<file path="src/hw/rtl/skns_pkg.sv">
`timescale 1ns / 1ps
// ----------------------------------------------------------------------------
// skns_pkg: shared types and constants for the sorted key nearest search
// Holds the key type and the power-up contents of the first table entries.
// ----------------------------------------------------------------------------
package skns_pkg;

    // Signed Q16.16 key, as held in the table and given with a query.
    typedef logic signed [31:0] key_t;

    // Entries whose contents are defined after reset.
    localparam int INIT_COUNT = 4;

    // Power-up keys for the first entries: -1.0, 0.0, 1.0 and 2.0.
    localparam key_t INIT_KEYS [0:INIT_COUNT-1] = '{
        32'shFFFF0000,
        32'sh00000000,
        32'sh00010000,
        32'sh00020000
    };

endpackage

</file>
<file path="src/hw/rtl/skns_key_store.sv">
`timescale 1ns / 1ps
// ----------------------------------------------------------------------------
// skns_key_store: key table with one write port and one registered read port
// Entries below INIT_COUNT read as their power-up keys until first written.
// ----------------------------------------------------------------------------
module skns_key_store
    import skns_pkg::*;
#(
    parameter int DEPTH = 64,
    parameter int AW    = 6
)
(
    input  logic          clk,
    input  logic          rst_n,
    input  logic          wr_en,
    input  logic [AW-1:0] wr_addr,
    input  key_t          wr_key,
    input  logic [AW-1:0] rd_addr,
    output key_t          rd_key
);

    localparam int INIT_N = (DEPTH < INIT_COUNT) ? DEPTH : INIT_COUNT;

    key_t              mem [0:DEPTH-1];
    key_t              rd_data_reg;
    logic [AW-1:0]     rd_addr_reg;
    logic [INIT_N-1:0] init_written_reg;

    always_ff @(posedge clk)
    begin
        if (wr_en)
        begin
            mem[wr_addr] <= wr_key;
        end
        rd_data_reg <= mem[rd_addr];
        rd_addr_reg <= rd_addr;
    end

    // Once an initialised entry has been written the memory holds its value.
    always_ff @(posedge clk or negedge rst_n)
    begin
        if (!rst_n)
        begin
            init_written_reg <= '0;
        end
        else
        begin
            for (int i = 0; i < INIT_N; i++)
            begin
                if (wr_en && (wr_addr == AW'(i)))
                begin
                    init_written_reg[i] <= 1'b1;
                end
            end
        end
    end

    always_comb
    begin
        rd_key = rd_data_reg;
        for (int i = 0; i < INIT_N; i++)
        begin
            if ((rd_addr_reg == AW'(i)) && !init_written_reg[i])
            begin
                rd_key = INIT_KEYS[i];
            end
        end
    end

endmodule

</file>
<file path="src/hw/rtl/sorted_key_nearest_search.sv">
`timescale 1ns / 1ps
// ----------------------------------------------------------------------------
// sorted_key_nearest_search: nearest-key binary search over a sorted table
// Stores signed Q16.16 keys and answers queries with next and nearest index.
// ----------------------------------------------------------------------------
// A write item (cmd = 0) stores entry_key at entry_index in the same cycle it
// is accepted and raises no result; busy stays low, so writes may be issued
// back to back. Writes to an index at or beyond TABLE_DEPTH are dropped. A
// query item (cmd = 1) raises busy and runs a binary search over the first
// entries_in_use keys (zero is taken as one, values above TABLE_DEPTH are
// capped). Each halving step first reads the middle key from the table's
// single read port (S_MID) and then compares it in the shared 33-bit
// subtractor (S_CMP); the final neighbour check reads the next and
// previous keys in turn through the same port and subtractor. An exact
// match ends the search early, and a next index of zero skips the
// neighbour check. The result appears in the same cycle that busy falls,
// for exactly one cycle with done high; the receiver cannot stall it, so
// it must be captured in that cycle. Entries zero to three hold -1.0, 0.0,
// 1.0 and 2.0 after reset; all other entries must be written before a
// query reaches them. entries_in_use may only be changed while busy
// is low.
// ----------------------------------------------------------------------------
module sorted_key_nearest_search
    import skns_pkg::*;
#(
    parameter int TABLE_DEPTH = 64
)
(
    input  logic       clk,
    input  logic       rst_n,
    input  logic       cfg_wr_en,
    input  logic [6:0] cfg_wr_data,
    input  logic       start,
    output logic       busy,
    input  logic       cmd,
    input  logic [5:0] entry_index,
    input  key_t       entry_key,
    input  key_t       query_key,
    output logic       done,
    output logic [5:0] next_index,
    output logic [5:0] closest_index
);

    localparam int AW = (TABLE_DEPTH > 1) ? $clog2(TABLE_DEPTH) : 1;
    // Wide enough for both the register value and the depth itself.
    localparam int CW = (AW + 1 > 7) ? AW + 1 : 7;

    typedef enum logic [5:0] {
        S_IDLE = 6'b000001,
        S_MID  = 6'b000010,
        S_CMP  = 6'b000100,
        S_RDN  = 6'b001000,
        S_RDP  = 6'b010000,
        S_FIN  = 6'b100000
    } state_t;

    state_t state_reg, state_next;

    logic [6:0]        entries_in_use_reg;
    logic [AW-1:0]     lo_reg, lo_next;
    logic [AW-1:0]     hi_reg, hi_next;
    logic [AW-1:0]     mid_reg, mid_next;
    logic [AW-1:0]     next_reg, next_next;
    key_t              query_reg, query_next;
    logic signed [32:0] diff_reg, diff_next;
    logic              done_reg, done_next;
    logic [5:0]        next_out_reg, next_out_next;
    logic [5:0]        near_out_reg, near_out_next;

    // Table port
    logic          tbl_wr_en;
    logic [AW-1:0] rd_addr;
    key_t          rd_key;

    // Shared subtractor: sub_res = sub_a - sub_b, exact at 33 bits.
    key_t               sub_a, sub_b;
    logic signed [32:0] sub_res;
    logic               key_gt, key_lt;

    logic [CW-1:0] count_raw;
    logic [CW-1:0] count_sat;
    logic [AW:0]   mid_sum;
    logic [AW-1:0] mid_val;

    // ------------------------------------------------------------------
    // Configuration register
    // ------------------------------------------------------------------
    always_ff @(posedge clk or negedge rst_n)
    begin
        if (!rst_n)
        begin
            entries_in_use_reg <= 7'd4;
        end
        else if (cfg_wr_en)
        begin
            entries_in_use_reg <= cfg_wr_data;
        end
    end

    // Clamp the entries in use to the range one to TABLE_DEPTH.
    always_comb
    begin
        count_raw = CW'(entries_in_use_reg);
        count_sat = count_raw;
        if (count_raw == '0)
        begin
            count_sat = CW'(1);
        end
        else if (count_raw > CW'(TABLE_DEPTH))
        begin
            count_sat = CW'(TABLE_DEPTH);
        end
    end

    // ------------------------------------------------------------------
    // Key table
    // ------------------------------------------------------------------
    assign tbl_wr_en = start && !busy && !cmd
                       && ({26'd0, entry_index} < 32'(TABLE_DEPTH));

    skns_key_store #(
        .DEPTH (TABLE_DEPTH),
        .AW    (AW)
    ) u_key_store (
        .clk     (clk),
        .rst_n   (rst_n),
        .wr_en   (tbl_wr_en),
        .wr_addr (AW'(entry_index)),
        .wr_key  (entry_key),
        .rd_addr (rd_addr),
        .rd_key  (rd_key)
    );

    // ------------------------------------------------------------------
    // Shared compare unit
    // ------------------------------------------------------------------
    always_comb
    begin
        if (state_reg == S_FIN)
        begin
            sub_a = query_reg;
            sub_b = rd_key;
        end
        else
        begin
            sub_a = rd_key;
            sub_b = query_reg;
        end
    end

    assign sub_res = {sub_a[31], sub_a} - {sub_b[31], sub_b};
    assign key_lt  = sub_res[32];
    assign key_gt  = !sub_res[32] && (sub_res != '0);

    assign mid_sum = {1'b0, lo_reg} + {1'b0, hi_reg};
    assign mid_val = mid_sum[AW:1];

    // ------------------------------------------------------------------
    // Sequencer
    // ------------------------------------------------------------------
    always_comb
    begin
        state_next    = state_reg;
        lo_next       = lo_reg;
        hi_next       = hi_reg;
        mid_next      = mid_reg;
        next_next     = next_reg;
        query_next    = query_reg;
        diff_next     = diff_reg;
        done_next     = 1'b0;
        next_out_next = next_out_reg;
        near_out_next = near_out_reg;
        rd_addr       = mid_val;

        case (state_reg)
            S_IDLE:
            begin
                if (start && cmd)
                begin
                    lo_next    = '0;
                    hi_next    = AW'(count_sat - CW'(1));
                    query_next = query_key;
                    state_next = S_MID;
                end
            end
            S_MID:
            begin
                // Range has closed: the lower bound is the answer.
                if (lo_reg == hi_reg)
                begin
                    next_next  = lo_reg;
                    state_next = S_RDN;
                end
                else
                begin
                    rd_addr    = mid_val;
                    mid_next   = mid_val;
                    state_next = S_CMP;
                end
            end
            S_CMP:
            begin
                if (mid_reg == lo_reg)
                begin
                    next_next  = key_lt ? hi_reg : lo_reg;
                    state_next = S_RDN;
                end
                else if (key_gt)
                begin
                    hi_next    = mid_reg;
                    state_next = S_MID;
                end
                else if (key_lt)
                begin
                    lo_next    = mid_reg;
                    state_next = S_MID;
                end
                else
                begin
                    next_next  = mid_reg;
                    state_next = S_RDN;
                end
            end
            S_RDN:
            begin
                if (next_reg == '0)
                begin
                    done_next     = 1'b1;
                    next_out_next = '0;
                    near_out_next = '0;
                    state_next    = S_IDLE;
                end
                else
                begin
                    rd_addr    = next_reg;
                    state_next = S_RDP;
                end
            end
            S_RDP:
            begin
                // Distance to the next key, then fetch the previous one.
                diff_next  = sub_res;
                rd_addr    = next_reg - AW'(1);
                state_next = S_FIN;
            end
            S_FIN:
            begin
                done_next     = 1'b1;
                next_out_next = 6'(next_reg);
                if (sub_res < diff_reg)
                begin
                    near_out_next = 6'(next_reg - AW'(1));
                end
                else
                begin
                    near_out_next = 6'(next_reg);
                end
                state_next = S_IDLE;
            end
            default:
            begin
                state_next = S_IDLE;
            end
        endcase
    end

    always_ff @(posedge clk or negedge rst_n)
    begin
        if (!rst_n)
        begin
            state_reg <= S_IDLE;
            done_reg  <= 1'b0;
        end
        else
        begin
            state_reg <= state_next;
            done_reg  <= done_next;
        end
    end

    always_ff @(posedge clk)
    begin
        lo_reg       <= lo_next;
        hi_reg       <= hi_next;
        mid_reg      <= mid_next;
        next_reg     <= next_next;
        query_reg    <= query_next;
        diff_reg     <= diff_next;
        next_out_reg <= next_out_next;
        near_out_reg <= near_out_next;
    end

    assign busy          = (state_reg != S_IDLE);
    assign done          = done_reg;
    assign next_index    = next_out_reg;
    assign closest_index = near_out_reg;

    // ------------------------------------------------------------------
    // Assertions
    // ------------------------------------------------------------------
    a_done_after_busy: assert property (@(posedge clk) disable iff (!rst_n)
        done |-> $past(busy))
        else $error("result raised without a query in progress");

    a_query_goes_busy: assert property (@(posedge clk) disable iff (!rst_n)
        (start && !busy && cmd) |=> busy)
        else $error("accepted query did not start the search");

    a_bounds_ordered: assert property (@(posedge clk) disable iff (!rst_n)
        (state_reg == S_MID) |-> (lo_reg <= hi_reg))
        else $error("search bounds crossed");

    a_nearest_adjacent: assert property (@(posedge clk) disable iff (!rst_n)
        done |-> ((closest_index == next_index)
                  || (closest_index == next_index - 6'd1)))
        else $error("nearest index not next index or its predecessor");

endmodule
</file>
<file path="config.mk">
export PLATFORM = sky130hd
export DESIGN_NAME = sorted_key_nearest_search
export DESIGN_NICKNAME = d
export VERILOG_FILES = /design/src/hw/rtl/skns_pkg.sv /design/src/hw/rtl/skns_key_store.sv /design/src/hw/rtl/sorted_key_nearest_search.sv
export SDC_FILE = /design/constraint.sdc
export NUM_CORES = 2
export LEC_CHECK = 0
export ABC_AREA = 1
export ABC_CLOCK_PERIOD_IN_PS = 7520
export BUFFER_PORTS_ARGS = -buffer_cell sky130_fd_sc_hd__buf_2
export CAP_MARGIN = 20
export CORE_MARGIN = 2
export CORE_UTILIZATION = 38
export CTS_CLUSTER_DIAMETER = 80
export DETAILED_ROUTE_END_ITERATION = 16
export PLACE_DENSITY = 0.55
export SLEW_MARGIN = 20
export SYNTH_ARGS = -nofsm -noshare
export SYNTH_HDL_FRONTEND = slang
export SYNTH_HIERARCHICAL = 1
export SYNTH_SLANG_ARGS = --single-unit
</file>
<file path="constraint.sdc">
create_clock -name clk -period 7.52 [get_ports clk]
set_input_delay 1.504 -clock clk [delete_from_list [all_inputs] [get_ports clk]]
set_output_delay 1.504 -clock clk [all_outputs]
set_load 0.02 [all_outputs]
</file>
==> impl_metrics.sql <==
INSERT INTO impl_metrics (metric_group, metric, value, unit) VALUES
('status', 'outcome', 'finished, final reports clean', ''),
('synth', 'mux_cell_area_share_after_synthesis', '0.000122', ''),
('drt', 'wirelength', '281000', 'um'),
('final_layout', 'syn2layout_area_growth', '12.1', '%'),
('worst_setup_path', 'critical_path_cell_with_the_highest_stage_delay', 'sky130_fd_sc_hd__nand3_1', ''),
('cts', 'worstSkewPairLatency', '870', 'ps'),
('synth', 'synth-edff-count', '2149', ''),
('timing', 'layout_worst_path_cycle_share', '0.739', ''),
('drt', 'dr.pass1.iters', '6', ''),
('worst_setup_path', 'max_stage_delay', '630', 'ps'),
('global_routing', 'grt_pass1_vias', '59100', ''),
('place', 'place_hpwl', '150000', 'um'),
('cts', 'post_cts.resized_instances', '0', ''),
('cts', 'cts_tree', 'built', ''),
('cts', 'clkTransAtPathRegs', '60', 'ps'),
('die', 'boundaryPins', '96', ''),
('cts', 'cts.htree.levels', '4', ''),
('synth', 'synth_common_cells', '2642 x sky130_fd_sc_hd__nand2_1, 2149 x sky130_fd_sc_hd__edfxtp_1, 1992 x sky130_fd_sc_hd__nand3_1', ''),
('cts', 'cts_made_buffers', '223', ''),
('min_path', 'holdCritPathClass', 'register to register', ''),
('cts', 'post-cts-setup-buffer-count', '0', ''),
('final_layout', 'nFillCells', '22400', ''),
('synth', 'main_combinational_cell_family_by_area_after_synthesis', 'simple AND/OR/NAND/NOR gates', ''),
('timing', 'max-slew-margin-rel', '0.206', ''),
('synth', 'syn-mean-instance-area', '11.3', 'um2'),
('job', 'maxCapViolCount', '0', ''),
('timing', 'finalSetupTns', '0', 'ps'),
('synth', 'netlist.top_cell.by_area', 'sky130_fd_sc_hd__edfxtp_1', ''),
('synth', 'synth-seq-area-share', '0.712', ''),
('die', 'die_x', '497', 'um'),
('timing', 'fin_worst_skew', '39.7', 'ps'),
('worst_setup_path', 'arrival', '6170', 'ps'),
('synth', 'synth_area', '92300', 'um2'),
('min_path', 'worstHoldPathCells', '2', ''),
('drt', 'drt-vias-per-instance', '5.40', ''),
('worst_setup_path', 'critPathKind', 'register to register', ''),
('synth', 'ys_dominant_reg_cell', 'sky130_fd_sc_hd__edfxtp_1', ''),
('final_layout', 'final_core_util', '0.429', ''),
('die', 'core_region_area', '241000', 'um2'),
('synth', 'post-synth-top-area-fraction', '0.699', ''),
('min_path', 'min-delay-start', 'u_key_store/init_written_reg[3]', ''),
('global_routing', 'antenna_found_initial', '18', ''),
('drt', 'dr_total_vias', '62300', ''),
('synth', 'asyncSetResetFlopFracSynth', '0.00816', ''),
('timing', 'fin_hold_viols', '0', ''),
('worst_setup_path', 'rr_endpoint', 'closest_index[1]', ''),
('synth', 'yosysWarnings', '6', ''),
('worst_setup_path', 'path_max_fanout', '23', ''),
('worst_setup_path', 'crit_start_category', 'register', ''),
('drt', 'drc', '0', ''),
('cts', 'clock-sinks', '2205', ''),
('synth', 'synthAdderAreaFrac', '0.00564', ''),
('synth', 'synth_xor_xnor_area_share', '0.00266', ''),
('drt', 'drt-wirelength-per-cell', '24.3', 'um'),
('die', 'die-height', '497', 'um'),
('die', 'start_util', '0.383', ''),
('worst_setup_path', 'endpoint_kind', 'register', ''),
('cts', 'maximum_clock_path_buffer_count', '3', ''),
('timing', 'max_slew.worst_pin.slew', '1190', 'ps'),
('min_path', 'hold-path-endpoint', 'u_key_store/init_written_reg[3]', ''),
('synth', 'synthesized_area_fraction_occupied_by_and_or_nand_nor_cells', '0.234', ''),
('cts', 'ctsRootBufferMaster', 'sky130_fd_sc_hd__clkbuf_16', ''),
('worst_setup_path', 'r2r_depth', '39', ''),
('final_layout', 'drive_gt1_frac', '0.0833', ''),
('die', 'dieArea', '247000', 'um2'),
('synth', 'synth.ff_latch_count', '2205', ''),
('global_routing', 'overflow', '0', ''),
('worst_setup_path', 'data_required_time_of_the_critical_path', '8130', 'ps'),
('place', 'gpl.final_weighted_congestion', '0.833', ''),
('synth', 'syn_inst', '8150', ''),
('timing', 'final_period_demand_of_the_worst_path', '5560', 'ps');
layer usage:
layer / part of all wire / up-vias / global-route usage
li1: - / 28500 / -
met3: 0.076 / 400 / 0.0353
met2: 0.46 / 2410 / 0.353
met4: 0.026 / 12 / 0.0627
met5: 0.00097 / - / 0.00598
met1: 0.43 / 30900 / 0.315
area by class of cell:
class | instances | area, um2 | share of cell area
multi-input cells | 5183 | 23600 | 0.228
clock buffers | 285 | 5930 | 0.0573
flip-flops and latches | 2205 | 65700 | 0.635
inverters | 291 | 1130 | 0.0109
well taps | 3185 | 3990 | 0.0385
clock inverters | 123 | 985 | 0.00952
diodes | 6 | 15.0 | 0.000145
repair buffers | 267 | 2090 | 0.0202
logic make-up after synthesis:
group,after synthesis
XOR/XNOR,28
adder cells (fa/ha/maj),41
AND/OR/NAND/NOR,4993
buffers and inverters,762
flip-flops,2205
multiplexers,1
AO/OA/AOI/OAI,120
metrics by stage:
step / cell area [um2] / setup slack, ps / hold WS, ps / instances
global route: 103000 / 1100 / 482 / 11500
detailed placement: 96500 / 1880 / 448 / 11100
floorplan: 92300 / 1710 / 427 / 8150
global placement: 96500 / 1820 / 451 / 11100
CTS: 103000 / 1860 / 461 / 11500
finish: 103000 / 1960 / 462 / 11500
worst max-delay path, delay by kind of cell, from the launching register on:
family | cells | cell delay, ps
and+or+nand+nor | 32 | 4060
adders and majority gates | 2 | 480
DFF | 1 | 310
AOI/OAI and AO/OA | 1 | 230
buffers and inverters | 4 | 230
placed cells by master, fill, tap and decap left out, types with 5 or more instances in the layout:
cell type and n:
sky130_fd_sc_hd__clkbuf_16 225, sky130_fd_sc_hd__buf_12 26, sky130_fd_sc_hd__buf_4 146, sky130_fd_sc_hd__nor4_1 10, sky130_fd_sc_hd__o21ai_1 14, sky130_fd_sc_hd__nand2_2 13, sky130_fd_sc_hd__dfrtp_1 16, sky130_fd_sc_hd__o22ai_1 6
sky130_fd_sc_hd__nor3_1 15, sky130_fd_sc_hd__a31o_2 6, sky130_fd_sc_hd__inv_6 7, sky130_fd_sc_hd__nand2_1 2642, sky130_fd_sc_hd__and2_1 9, sky130_fd_sc_hd__clkinv_1 54, sky130_fd_sc_hd__nor4_2 7, sky130_fd_sc_hd__o21bai_1 8
sky130_fd_sc_hd__clkbuf_8 7, sky130_fd_sc_hd__clkinv_8 5, sky130_fd_sc_hd__diode_2 6, sky130_fd_sc_hd__dfxtp_1 38, sky130_fd_sc_hd__bufinv_16 8, sky130_fd_sc_hd__or2_2 9, sky130_fd_sc_hd__nand4_1 37, sky130_fd_sc_hd__a21oi_1 41
sky130_fd_sc_hd__ha_1 40, sky130_fd_sc_hd__inv_1 282, sky130_fd_sc_hd__buf_2 95, sky130_fd_sc_hd__o21ai_0 22, sky130_fd_sc_hd__nand3_1 1992, sky130_fd_sc_hd__clkbuf_1 53, sky130_fd_sc_hd__nor2_1 183, sky130_fd_sc_hd__nor2_4 61
sky130_fd_sc_hd__xor2_1 26, sky130_fd_sc_hd__nand3_2 6, sky130_fd_sc_hd__edfxtp_1 2149, sky130_fd_sc_hd__clkinv_2 39
how the worst max path moves through the flow:
stage	startpoint	end	depth (start not counted)	slack, ps
after floorplan	cmd	u_key_store/mem[48][0]	4	1710
after global placement	u_key_store/rd_addr_reg[3]	closest_index[1]	39	1820
after detailed placement	u_key_store/rd_addr_reg[3]	closest_index[1]	39	1880
after CTS	u_key_store/rd_addr_reg[3]	closest_index[1]	39	1860
after global routing	u_key_store/rd_addr_reg[3]	closest_index[1]	38	1100
final	u_key_store/rd_addr_reg[3]	closest_index[1]	39	1960
Power is not shown: default switching activity piles up to over one toggle a cycle in this logic, so the estimate is an artifact.
